$ cat config.mk
export PLATFORM = sky130hd
export DESIGN_NAME = pll_frequency_plan_sequencer_unit
export DESIGN_NICKNAME = d
export VERILOG_FILES = /design/src/rtl/pfps_pkg.sv /design/src/rtl/pfps_divider.sv /design/src/rtl/pfps_seq.sv /design/src/rtl/pll_frequency_plan_sequencer_unit.sv
export SDC_FILE = /design/constraint.sdc
export NUM_CORES = 1
export LEC_CHECK = 0
export ABC_AREA = 1
export BUFFER_PORTS_ARGS = -buffer_cell sky130_fd_sc_hd__clkbuf_2
export CAP_MARGIN = 0
export CORE_MARGIN = 3
export CORE_UTILIZATION = 35
export DETAILED_ROUTE_END_ITERATION = 6
export PLACE_DENSITY_LB_ADDON = 0.3
export SLEW_MARGIN = 40
export SYNTH_ARGS = -nofsm -noshare
export SYNTH_HDL_FRONTEND = slang
export SYNTH_SLANG_ARGS = --single-unit
export TNS_END_PERCENT = 100
$ cat constraint.sdc
create_clock -name clk_i -period 6.1 [get_ports clk_i]
set_input_delay 0.61 -clock clk_i [delete_from_list [all_inputs] [get_ports clk_i]]
set_output_delay 0.61 -clock clk_i [all_outputs]
set_load 0.02 [all_outputs]
$ cat src/rtl/pfps_pkg.sv
// Shared types, constants and widths of the PLL frequency plan sequencer.
package pfps_pkg;

  // Field widths.
  localparam int unsigned FreqW   = 35;
  localparam int unsigned RefW    = 30;
  localparam int unsigned PfdW    = RefW + 1;
  localparam int unsigned ScanW   = FreqW + 7;
  localparam int unsigned AddrW   = 7;
  localparam int unsigned DataW   = 16;
  localparam int unsigned LevelW  = 8;
  localparam int unsigned PowerW  = 3;
  localparam int unsigned CodeW   = 3;
  localparam int unsigned MuxW    = 2;
  localparam int unsigned CfgIdxW = 2;

  // Fraction denominator and the widths that follow from it.
  localparam int unsigned FracDen    = 1000;
  localparam int unsigned FracDen2W  = $clog2(2 * FracDen + 1);
  localparam logic [FracDen2W-1:0] FracDen2 = FracDen2W'(2 * FracDen);
  localparam int unsigned AccW       = PfdW + FracDen2W;
  localparam int unsigned FracShift  = $clog2(FracDen + 1);

  // Bit-serial divider widths.
  localparam int unsigned DvdW = FreqW;
  localparam int unsigned DivW = PfdW + 1;
  localparam int unsigned QuoW = DataW;
  localparam int unsigned CntW = $clog2(DvdW + 1);

  // Command codes.
  typedef enum logic [1:0] {
    CMD_SET   = 2'd0,
    CMD_FAST  = 2'd1,
    CMD_PWR_A = 2'd2,
    CMD_PWR_B = 2'd3
  } pfps_cmd_e;

  // Configuration register indexes.
  localparam logic [CfgIdxW-1:0] CfgRefClock = 2'd0;
  localparam logic [CfgIdxW-1:0] CfgVcoMin   = 2'd1;
  localparam logic [CfgIdxW-1:0] CfgVcoMax   = 2'd2;

  // Configuration reset values.
  localparam logic [RefW-1:0]  RefClockRst = RefW'(100000000);
  localparam logic [FreqW-1:0] VcoMinRst   = FreqW'(64'd5650000000);
  localparam logic [FreqW-1:0] VcoMaxRst   = FreqW'(64'd11300000000);

  // Output path select codes.
  localparam logic [MuxW-1:0] MuxDivider = 2'd0;
  localparam logic [MuxW-1:0] MuxVco     = 2'd1;
  localparam logic [MuxW-1:0] MuxDoubler = 2'd2;

  localparam logic [CodeW-1:0]  CodeNone = 3'd7;
  localparam logic [PowerW-1:0] PowerMax = 3'd7;

  // PLL register addresses.
  localparam logic [AddrW-1:0] AddrCal   = 7'h2C;
  localparam logic [AddrW-1:0] AddrN     = 7'h24;
  localparam logic [AddrW-1:0] AddrNumLo = 7'h2B;
  localparam logic [AddrW-1:0] AddrR80   = 7'h50;
  localparam logic [AddrW-1:0] AddrR79   = 7'h4F;
  localparam logic [AddrW-1:0] AddrR78   = 7'h4E;
  localparam logic [AddrW-1:0] AddrNumHi = 7'h2A;
  localparam logic [AddrW-1:0] AddrDenLo = 7'h27;
  localparam logic [AddrW-1:0] AddrDenHi = 7'h26;
  localparam logic [AddrW-1:0] AddrChDiv = 7'h20;
  localparam logic [AddrW-1:0] AddrR0    = 7'h00;

  // Fixed register contents.
  localparam logic [DataW-1:0] DataCal   = 16'h8000;
  localparam logic [DataW-1:0] DataR0    = 16'h6070;
  localparam logic [DataW-1:0] ChDivBase = 16'h1001;

  // Write slots of a frequency command, in emission order.
  typedef enum logic [3:0] {
    SL_CAL, SL_N, SL_NUM_LO, SL_R80, SL_R79, SL_R78,
    SL_NUM_HI, SL_DEN_LO, SL_DEN_HI, SL_CHDIV, SL_R0
  } pfps_slot_e;

  // Sequencer states.
  typedef enum logic [3:0] {
    ST_IDLE, ST_SCAN, ST_N_GO, ST_N_RUN, ST_ADD, ST_F_GO, ST_F_RUN, ST_EMIT
  } pfps_state_e;

  // Divider start request.
  typedef struct packed {
    logic            start;
    logic [DivW-1:0] rem_init;
    logic [DvdW-1:0] dvd_init;
    logic [DivW-1:0] divisor;
    logic [CntW-1:0] count;
  } pfps_div_cmd_t;

  // Divider status.
  typedef struct packed {
    logic            busy;
    logic [QuoW-1:0] quotient;
    logic [DivW-1:0] remainder;
  } pfps_div_sts_t;

  // One register write offered to the output stage.
  typedef struct packed {
    logic             valid;
    logic [AddrW-1:0] addr;
    logic [DataW-1:0] data;
    logic             last;
  } pfps_wr_t;

endpackage

$ cat src/rtl/pfps_divider.sv
// Bit-serial restoring divider: one quotient bit per cycle.
module pfps_divider (
  input  logic                    clk_i,
  input  logic                    rst_ni,
  input  pfps_pkg::pfps_div_cmd_t cmd_i,
  output pfps_pkg::pfps_div_sts_t sts_o
);
  import pfps_pkg::*;

  logic [DvdW-1:0] dvd_q, dvd_d;
  logic [DivW-1:0] rem_q, rem_d;
  logic [DivW-1:0] dsr_q, dsr_d;
  logic [QuoW-1:0] quo_q, quo_d;
  logic [CntW-1:0] cnt_q, cnt_d;
  logic [DivW:0]   trial;
  logic            fits;

  // One restoring step: shift in the next dividend bit and try a subtract.
  always_comb begin
    trial = {rem_q, dvd_q[DvdW-1]};
    fits  = (trial >= {1'b0, dsr_q});
    dvd_d = dvd_q;
    rem_d = rem_q;
    dsr_d = dsr_q;
    quo_d = quo_q;
    cnt_d = cnt_q;
    if (cmd_i.start) begin
      dvd_d = cmd_i.dvd_init;
      rem_d = cmd_i.rem_init;
      dsr_d = cmd_i.divisor;
      quo_d = '0;
      cnt_d = cmd_i.count;
    end else if (cnt_q != '0) begin
      dvd_d = dvd_q << 1;
      rem_d = fits ? DivW'(trial - {1'b0, dsr_q}) : trial[DivW-1:0];
      quo_d = {quo_q[QuoW-2:0], fits};
      cnt_d = cnt_q - 1'b1;
    end
  end

  // Step counter.
  always_ff @(posedge clk_i or negedge rst_ni) begin
    if (!rst_ni) begin
      cnt_q <= '0;
    end else begin
      cnt_q <= cnt_d;
    end
  end

  // Working registers.
  always_ff @(posedge clk_i) begin
    dvd_q <= dvd_d;
    rem_q <= rem_d;
    dsr_q <= dsr_d;
    quo_q <= quo_d;
  end

  assign sts_o.busy      = (cnt_q != '0);
  assign sts_o.quotient  = quo_q;
  assign sts_o.remainder = rem_q;

endmodule

$ cat src/rtl/pfps_seq.sv
// Plan sequencer: path choice, division control and the register write list.
module pfps_seq (
  input  logic                           clk_i,
  input  logic                           rst_ni,
  input  logic [pfps_pkg::RefW-1:0]      osc_hz_i,
  input  logic [pfps_pkg::FreqW-1:0]     vco_min_hz_i,
  input  logic [pfps_pkg::FreqW-1:0]     vco_max_hz_i,
  input  logic                           in_valid_i,
  output logic                           in_ready_o,
  input  logic [1:0]                     command_i,
  input  logic [pfps_pkg::FreqW-1:0]     target_hz_i,
  input  logic                           use_channel_a_i,
  input  logic [pfps_pkg::LevelW-1:0]    power_level_i,
  output pfps_pkg::pfps_div_cmd_t        div_cmd_o,
  input  pfps_pkg::pfps_div_sts_t        div_sts_i,
  output pfps_pkg::pfps_wr_t             wr_o,
  input  logic                           wr_ready_i
);
  import pfps_pkg::*;

  pfps_state_e            state_q, state_d;
  pfps_slot_e             idx_q, idx_d;
  logic                   single_q, single_d;
  logic                   b_side_q, b_side_d;
  logic                   a_pd_q, a_pd_d, b_pd_q, b_pd_d;
  logic [MuxW-1:0]        mux_q, mux_d;
  logic [PowerW-1:0]      a_pwr_q, a_pwr_d, b_pwr_q, b_pwr_d;
  logic [CodeW-1:0]       code_q, code_d;
  logic [FreqW-1:0]       vco_q, vco_d;
  logic [ScanW-1:0]       scan_q, scan_d;
  logic [CodeW-1:0]       scan_cnt_q, scan_cnt_d;
  logic [AccW-1:0]        acc_q, acc_d;
  logic [DataW-1:0]       n_q, n_d, num_q, num_d;
  logic [PfdW-1:0]        pfd;
  logic                   ref_zero, below_min, above_max, scan_hit, emit_last;
  logic [PowerW-1:0]      level_sat;

  assign pfd       = {osc_hz_i, 1'b0};
  assign ref_zero  = (osc_hz_i == '0);
  assign below_min = (target_hz_i < vco_min_hz_i);
  assign above_max = (target_hz_i > vco_max_hz_i);
  assign scan_hit  = (scan_q < ScanW'(vco_max_hz_i));
  assign level_sat = (power_level_i > LevelW'(PowerMax)) ? PowerMax : power_level_i[PowerW-1:0];
  assign emit_last = single_q || (idx_q == SL_R0);
  assign in_ready_o = (state_q == ST_IDLE);

  // Next state.
  always_comb begin
    state_d = state_q;
    unique case (state_q)
      ST_IDLE: begin
        if (in_valid_i) begin
          if (command_i == CMD_PWR_A || command_i == CMD_PWR_B) begin
            state_d = ST_EMIT;
          end else if (below_min) begin
            state_d = ST_SCAN;
          end else begin
            state_d = ST_N_GO;
          end
        end
      end
      ST_SCAN: begin
        if (scan_hit || scan_cnt_q == CodeW'(1)) state_d = ST_N_GO;
      end
      ST_N_GO:  state_d = ref_zero ? ST_EMIT : ST_N_RUN;
      ST_N_RUN: if (!div_sts_i.busy) state_d = ST_ADD;
      ST_ADD:   state_d = ST_F_GO;
      ST_F_GO:  state_d = ST_F_RUN;
      ST_F_RUN: if (!div_sts_i.busy) state_d = ST_EMIT;
      ST_EMIT:  if (wr_ready_i && emit_last) state_d = ST_IDLE;
      default:  state_d = ST_IDLE;
    endcase
  end

  // Plan datapath.
  always_comb begin
    idx_d      = idx_q;
    single_d   = single_q;
    a_pd_d     = a_pd_q;
    b_pd_d     = b_pd_q;
    mux_d      = mux_q;
    a_pwr_d    = a_pwr_q;
    b_pwr_d    = b_pwr_q;
    code_d     = code_q;
    vco_d      = vco_q;
    scan_d     = scan_q;
    scan_cnt_d = scan_cnt_q;
    acc_d      = acc_q;
    n_d        = n_q;
    num_d      = num_q;
    unique case (state_q)
      ST_IDLE: begin
        idx_d = SL_CAL;
        if (in_valid_i) begin
          case (command_i) inside
            CMD_PWR_A, CMD_PWR_B: begin
              single_d = 1'b1;
              if (command_i == CMD_PWR_A) a_pwr_d = level_sat;
              else                        b_pwr_d = level_sat;
            end
            default: begin
              single_d = 1'b0;
              if (command_i == CMD_SET) begin
                a_pd_d = !use_channel_a_i;
                b_pd_d = use_channel_a_i;
              end
              // Path choice: divider below the minimum, doubler above the maximum.
              code_d     = CodeNone;
              vco_d      = target_hz_i;
              scan_d     = {target_hz_i, 7'b0};
              scan_cnt_d = CodeW'(7);
              if (below_min)      mux_d = MuxDivider;
              else if (above_max) begin
                mux_d = MuxDoubler;
                vco_d = target_hz_i >> 1;
              end else            mux_d = MuxVco;
            end
          endcase
        end
      end
      ST_SCAN: begin
        // Try the dividers from 128 down to 2, one per cycle.
        if (scan_hit) begin
          vco_d  = scan_q[FreqW-1:0];
          code_d = scan_cnt_q - 1'b1;
        end else begin
          scan_d     = scan_q >> 1;
          scan_cnt_d = scan_cnt_q - 1'b1;
        end
      end
      ST_N_GO: begin
        if (ref_zero) begin
          n_d   = '0;
          num_d = '0;
        end
      end
      ST_N_RUN: begin
        // Quotient is N; the remainder is scaled for the rounded fraction.
        if (!div_sts_i.busy) begin
          n_d   = div_sts_i.quotient;
          acc_d = AccW'(div_sts_i.remainder[PfdW-1:0]) * AccW'(FracDen2);
        end
      end
      ST_ADD:   acc_d = acc_q + AccW'(pfd);
      ST_F_GO:  ;
      ST_F_RUN: if (!div_sts_i.busy) num_d = div_sts_i.quotient;
      ST_EMIT:  if (wr_ready_i && !emit_last) idx_d = pfps_slot_e'(idx_q + 4'd1);
      default:  ;
    endcase
  end

  // Divider requests.
  always_comb begin
    div_cmd_o = '0;
    unique case (state_q)
      ST_N_GO: begin
        div_cmd_o.start    = !ref_zero;
        div_cmd_o.rem_init = '0;
        div_cmd_o.dvd_init = vco_q;
        div_cmd_o.divisor  = DivW'(pfd);
        div_cmd_o.count    = CntW'(FreqW);
      end
      ST_F_GO: begin
        // The top bits of the scaled remainder are already below the divisor.
        div_cmd_o.start    = 1'b1;
        div_cmd_o.rem_init = DivW'(acc_q >> FracShift);
        div_cmd_o.dvd_init = DvdW'(acc_q[FracShift-1:0]) << (DvdW - FracShift);
        div_cmd_o.divisor  = {pfd, 1'b0};
        div_cmd_o.count    = CntW'(FracShift);
      end
      default: ;
    endcase
  end

  // Write beat offered to the output stage.
  always_comb begin
    wr_o       = '0;
    wr_o.valid = (state_q == ST_EMIT);
    wr_o.last  = emit_last;
    if (single_q) begin
      wr_o.addr = b_side_q ? AddrR80 : AddrR79;
      wr_o.data = b_side_q ? {7'b0, b_pwr_q, 6'b0}
                           : {7'b0, b_pd_q, 2'b0, mux_q, a_pwr_q, 1'b0};
    end else begin
      unique case (idx_q)
        SL_CAL:    begin wr_o.addr = AddrCal;   wr_o.data = DataCal; end
        SL_N:      begin wr_o.addr = AddrN;     wr_o.data = n_q; end
        SL_NUM_LO: begin wr_o.addr = AddrNumLo; wr_o.data = num_q; end
        SL_R80:    begin wr_o.addr = AddrR80;   wr_o.data = {7'b0, b_pwr_q, 6'b0}; end
        SL_R79: begin
          wr_o.addr = AddrR79;
          wr_o.data = {7'b0, b_pd_q, 2'b0, mux_q, a_pwr_q, 1'b0};
        end
        SL_R78:    begin wr_o.addr = AddrR78;   wr_o.data = {11'b0, a_pd_q, 2'b0, mux_q}; end
        // The fraction never exceeds the denominator, so its upper word is zero.
        SL_NUM_HI: begin wr_o.addr = AddrNumHi; wr_o.data = '0; end
        SL_DEN_LO: begin wr_o.addr = AddrDenLo; wr_o.data = DataW'(FracDen); end
        SL_DEN_HI: begin wr_o.addr = AddrDenHi; wr_o.data = DataW'(FracDen >> 16); end
        SL_CHDIV: begin
          wr_o.addr = AddrChDiv;
          wr_o.data = {4'b0, code_q, code_q, 6'b0} | ChDivBase;
        end
        SL_R0:     begin wr_o.addr = AddrR0;    wr_o.data = DataR0; end
        default:   begin wr_o.addr = AddrR0;    wr_o.data = DataR0; end
      endcase
    end
  end

  // Which output a power command addressed.
  assign b_side_d = (state_q == ST_IDLE && in_valid_i) ? (command_i == CMD_PWR_B) : b_side_q;

  // Control and plan state.
  always_ff @(posedge clk_i or negedge rst_ni) begin
    if (!rst_ni) begin
      state_q  <= ST_IDLE;
      a_pd_q   <= 1'b0;
      b_pd_q   <= 1'b0;
      mux_q    <= MuxDivider;
      a_pwr_q  <= PowerMax;
      b_pwr_q  <= PowerMax;
      single_q <= 1'b0;
      idx_q    <= SL_CAL;
    end else begin
      state_q  <= state_d;
      a_pd_q   <= a_pd_d;
      b_pd_q   <= b_pd_d;
      mux_q    <= mux_d;
      a_pwr_q  <= a_pwr_d;
      b_pwr_q  <= b_pwr_d;
      single_q <= single_d;
      idx_q    <= idx_d;
    end
  end

  // Working registers.
  always_ff @(posedge clk_i) begin
    b_side_q   <= b_side_d;
    code_q     <= code_d;
    vco_q      <= vco_d;
    scan_q     <= scan_d;
    scan_cnt_q <= scan_cnt_d;
    acc_q      <= acc_d;
    n_q        <= n_d;
    num_q      <= num_d;
  end

endmodule

$ cat src/rtl/pll_frequency_plan_sequencer_unit.sv
// Top level of the PLL frequency plan sequencer: configuration, sequencer, divider, output stage.
// A power command produces a single output beat; no further input is taken until the output stage takes it.
// A frequency command runs the divider search (only below the VCO minimum), the N division, the
// fraction division and 11 output beats; with a zero reference both divisions are skipped.
// Output stalls hold the sequencer while a beat waits to be taken.
// Reset (rst_ni low, asynchronous) restores the configuration defaults and the power state.
module pll_frequency_plan_sequencer_unit (
  input  logic        clk_i,
  input  logic        rst_ni,
  // Configuration write port.
  input  logic        cfg_we_i,
  input  logic [1:0]  cfg_index_i,
  input  logic [34:0] cfg_data_i,
  // Input stream.
  input  logic        s_axis_tvalid_i,
  output logic        s_axis_tready_o,
  input  logic [47:0] s_axis_tdata_i,  // target_hz[34:0], use_channel_a[35], power_level[43:36]
  input  logic [1:0]  s_axis_tuser_i,  // command[1:0]
  // Output stream.
  output logic        m_axis_tvalid_o,
  input  logic        m_axis_tready_i,
  output logic [23:0] m_axis_tdata_o,  // reg_address[6:0], reg_data[22:7]
  output logic        m_axis_tlast_o   // last_write
);
  import pfps_pkg::*;

  logic [RefW-1:0]  osc_hz_q;
  logic [FreqW-1:0] vco_min_q, vco_max_q;
  pfps_div_cmd_t    div_cmd;
  pfps_div_sts_t    div_sts;
  pfps_wr_t         wr;
  logic             out_ready;
  logic             out_valid_q;
  logic [AddrW-1:0] out_addr_q;
  logic [DataW-1:0] out_data_q;
  logic             out_last_q;

  // Configuration registers; an index past the list is ignored.
  always_ff @(posedge clk_i or negedge rst_ni) begin
    if (!rst_ni) begin
      osc_hz_q  <= RefClockRst;
      vco_min_q <= VcoMinRst;
      vco_max_q <= VcoMaxRst;
    end else if (cfg_we_i) begin
      unique case (cfg_index_i)
        CfgRefClock: osc_hz_q  <= cfg_data_i[RefW-1:0];
        CfgVcoMin:   vco_min_q <= cfg_data_i;
        CfgVcoMax:   vco_max_q <= cfg_data_i;
        default:     ;
      endcase
    end
  end

  pfps_seq u_seq (
    .clk_i           (clk_i),
    .rst_ni          (rst_ni),
    .osc_hz_i        (osc_hz_q),
    .vco_min_hz_i    (vco_min_q),
    .vco_max_hz_i    (vco_max_q),
    .in_valid_i      (s_axis_tvalid_i),
    .in_ready_o      (s_axis_tready_o),
    .command_i       (s_axis_tuser_i),
    .target_hz_i     (s_axis_tdata_i[34:0]),
    .use_channel_a_i (s_axis_tdata_i[35]),
    .power_level_i   (s_axis_tdata_i[43:36]),
    .div_cmd_o       (div_cmd),
    .div_sts_i       (div_sts),
    .wr_o            (wr),
    .wr_ready_i      (out_ready)
  );

  pfps_divider u_divider (
    .clk_i  (clk_i),
    .rst_ni (rst_ni),
    .cmd_i  (div_cmd),
    .sts_o  (div_sts)
  );

  // Output register: takes a new beat when empty or when the current one leaves.
  assign out_ready = !out_valid_q || m_axis_tready_i;

  always_ff @(posedge clk_i or negedge rst_ni) begin
    if (!rst_ni) begin
      out_valid_q <= 1'b0;
    end else if (out_ready) begin
      out_valid_q <= wr.valid;
    end
  end

  always_ff @(posedge clk_i) begin
    if (out_ready && wr.valid) begin
      out_addr_q <= wr.addr;
      out_data_q <= wr.data;
      out_last_q <= wr.last;
    end
  end

  assign m_axis_tvalid_o = out_valid_q;
  assign m_axis_tdata_o  = {1'b0, out_data_q, out_addr_q};
  assign m_axis_tlast_o  = out_last_q;

endmodule

==> metrics <==
Post-DRT Antenna Nets 0; Netlist cell types 59; Die Area 92650 sq um; Hold Crit Class primary input to async pin; post-CTS setup buffer count 0; crit-path leading delay family adder cells; CP Capture Type flip-flop; DR WL/cell 18.38 microns; initial antenna violation count 1; CTS Hold Buffers Added 0; Port Buffers 113; most frequent cell after synthesis nand2_1; Worst Setup SP u_divider.rem_q[2]$_DFFE_PP_; vias in the first global route 25.52k; Syn Area/Cell 8.040 sq um; CP bufs+invs 2; clock root buffer master clkbuf_16; CTS resizes 0; DRC 0; Bufs on Longest Clock Path 3; Hold Fails Final Rpt 0; height of the die 304.4 microns; Max Cap Violations 0; diodes inserted 0; remaining global-route overflow 0; Via Count 26.17k; layout cells sized above 1 8.011%; Reg2Reg Setup Slack 1010 ps; post-synthesis net count 4339; 1st-iter DRT viols 1970; Synth area leader edfxtp_1; Layout area overhead 11.56%; site row count 108; Startpoint Class flip-flop; Syn. warnings 0; Die X 304.4 microns; mapped cell area 31160 sq um; Critical Path AT 5380 ps; Peak Freq 0.1964 GHz; clock-pin slew on the worst setup and hold paths 60 ps; clk sink count 420; first-pass GRT wire length 146900 microns; Synth area leaders edfxtp_1 27%, nand2_1 11%, ha_1 10%, inv_1 7.9%, fa_1 7.5%; status finished, final reports clean; final setup TNS 0 ps; GR Util All Layers 20.16%; register bit count reported by yosys 420; via/cell ratio 5.069; cell-by-cell trace of the critical path fa_1 -> fa_1 -> inv_1 -> fa_1 -> fa_1 -> inv_1 -> ha_1 -> a21oi_1 -> nand2_1 -> a21boi_0 -> o21ai_0 -> or2_2 -> nand3_1 -> nand2_1; worst path required time 6390 ps; core area 87560 sq um; largest net degree at the start of global routing 101; crit path max fanout 7; EDFF count, synth 279; Clk Latency, worst-skew pair 610 ps; final period utilization 83.46%; Post-DP HPWL 76010 microns; gate count of the mapped netlist 3876; Detailed Routing Iterations Pass 1 6; CTS tree yes; CP most frequent cell fa_1; global placement routability congestion 0.9281; H-Tree Depth 2; CTS Buf Count 48; initial core utilization 35.59%; ys async rst share 29.76%; RR Startpoint u_divider.rem_q[2]$_DFFE_PP_; Routed WL 94850 microns; commonest cells in the netlist 915 x nand2_1, 659 x inv_1, 317 x nor2_1, 301 x nand3_1, 279 x edfxtp_1; worst-margin pin slew 782.1 ps; Top FF cell, synth edfxtp_1; final setup fails 0; kind of critical path flip-flop to flip-flop; fin. max-slew vios 0; # IOs 119; RSZ-0062 raised after global routing false; fin nets 4431; CP max stage delay 550 ps; Max transition margin 47.80%; register area share after synthesis 38.10%; Slowest-stage cell, CP edfxtp_1; Setup Skew 51.93 ps; share of the synthesized area in the top cell type 26.89%; min Tclk post-route 5091 ps
==> per-layer routing <==
layer,track usage [%],wire (microns)
met1,28.53,43860
met2,31.66,41740
met5,0,13
met4,6.641,3228
met3,2.958,6003
==> logic make-up (layout without fill, tap and decap cells) <==
group	after synthesis	count (layout)	synth area share (%)
compound gates	596	596	10.76
xor+xnor	41	41	1.152
fa+ha+maj	371	371	17.69
buf+inv	764	895	9.512
flops	420	420	38.10
other cells	1	1	0.01203
simple gates	1683	1683	22.78
==> worst paths after layout <==
path,to,depth (start not counted)
max reg2reg,u_seq.acc_q[17]$_DFFE_PP_,14
min in group clk_i,vco_max_q[31]$_DFFE_PN1P_,3
max,u_seq.acc_q[17]$_DFFE_PP_,14
min,vco_min_q[2]$_DFFE_PN0P_,1
min reg2reg,vco_max_q[32]$_DFFE_PN0P_,2
max in group asynchronous,u_seq.idx_q[2]$_DFFE_PN0P_,2
==> sequential cells by signal (all words and copies together), names as in the netlist, 4 cells and up <==
name / flops
u_seq.acc_q: 41
osc_hz_q: 30
u_seq.vco_q: 35
u_seq.idx_q: 4
u_divider.rem_q: 32
out_data_q: 16
u_divider.dsr_q: 31
u_divider.cnt_q: 6
vco_min_q: 35
u_divider.quo_q: 16
u_seq.num_q: 16
u_divider.dvd_q: 35
vco_max_q: 35
u_seq.n_q: 16
out_addr_q: 7
u_seq.scan_q: 42
==> area by class of cell <==
class,instances,area (sq um)
clock inverter,25,324.1
clock buffer,64,1426
fill,9064,52800
timing repair buffer,132,744.5
inverter,674,2536
multi-input combinational,2692,16420
sequential,420,11870
tap,1155,1445
==> through the flow <==
step	std cells	utilization (%)	setup WS [ps]	instance area, sq um	hold WS, ps
floorplan	3876	-	1393	31160	314.4
global placement	5070	37.61	1104	32930	465.3
detailed placement	5072	37.68	1069	33000	472.4
CTS	5161	39.68	1025	34750	11.68
global route	5162	39.70	666.0	34770	36.11
finish	5162	39.70	1009	34770	18.32
==> worst reg2reg max path, cell delays in order (launching register included) <==
cell,delay [ps]
edfxtp_1,550
fa_1,550
fa_1,530
inv_1,60
fa_1,500
fa_1,520
inv_1,40
ha_1,380
a21oi_1,220
nand2_1,160
a21boi_0,510
o21ai_0,290
or2_2,330
nand3_1,60
nand2_1,60
==> cell usage in the layout (no fill, tap or decap), types with 14 or more instances in the layout <==
cell / Yosys / layout
edfxtp_1: 279 / 279
nor2_1: 317 / 315
nor3_1: 28 / 27
fa_1: 116 / 116
a22o_1: 25 / 25
o21ai_1: 14 / 16
nand3_1: 301 / 297
o22ai_1: 49 / 49
nand2_1: 915 / 914
xnor2_1: 22 / 22
inv_1: 659 / 658
clkbuf_2: 0 / 112
buf_4: 2 / 14
a21oi_1: 180 / 180
dfrtp_1: 89 / 89
o21bai_1: 24 / 24
xor2_1: 19 / 19
dfxtp_1: 16 / 16
nand4_1: 52 / 52
clkbuf_16: 0 / 52
ha_1: 255 / 255
a21o_1: 14 / 14
o21ai_0: 255 / 252
dfstp_2: 36 / 36
Power is not shown: default switching activity piles up to over one toggle a cycle in this logic, so the estimate is an artifact.
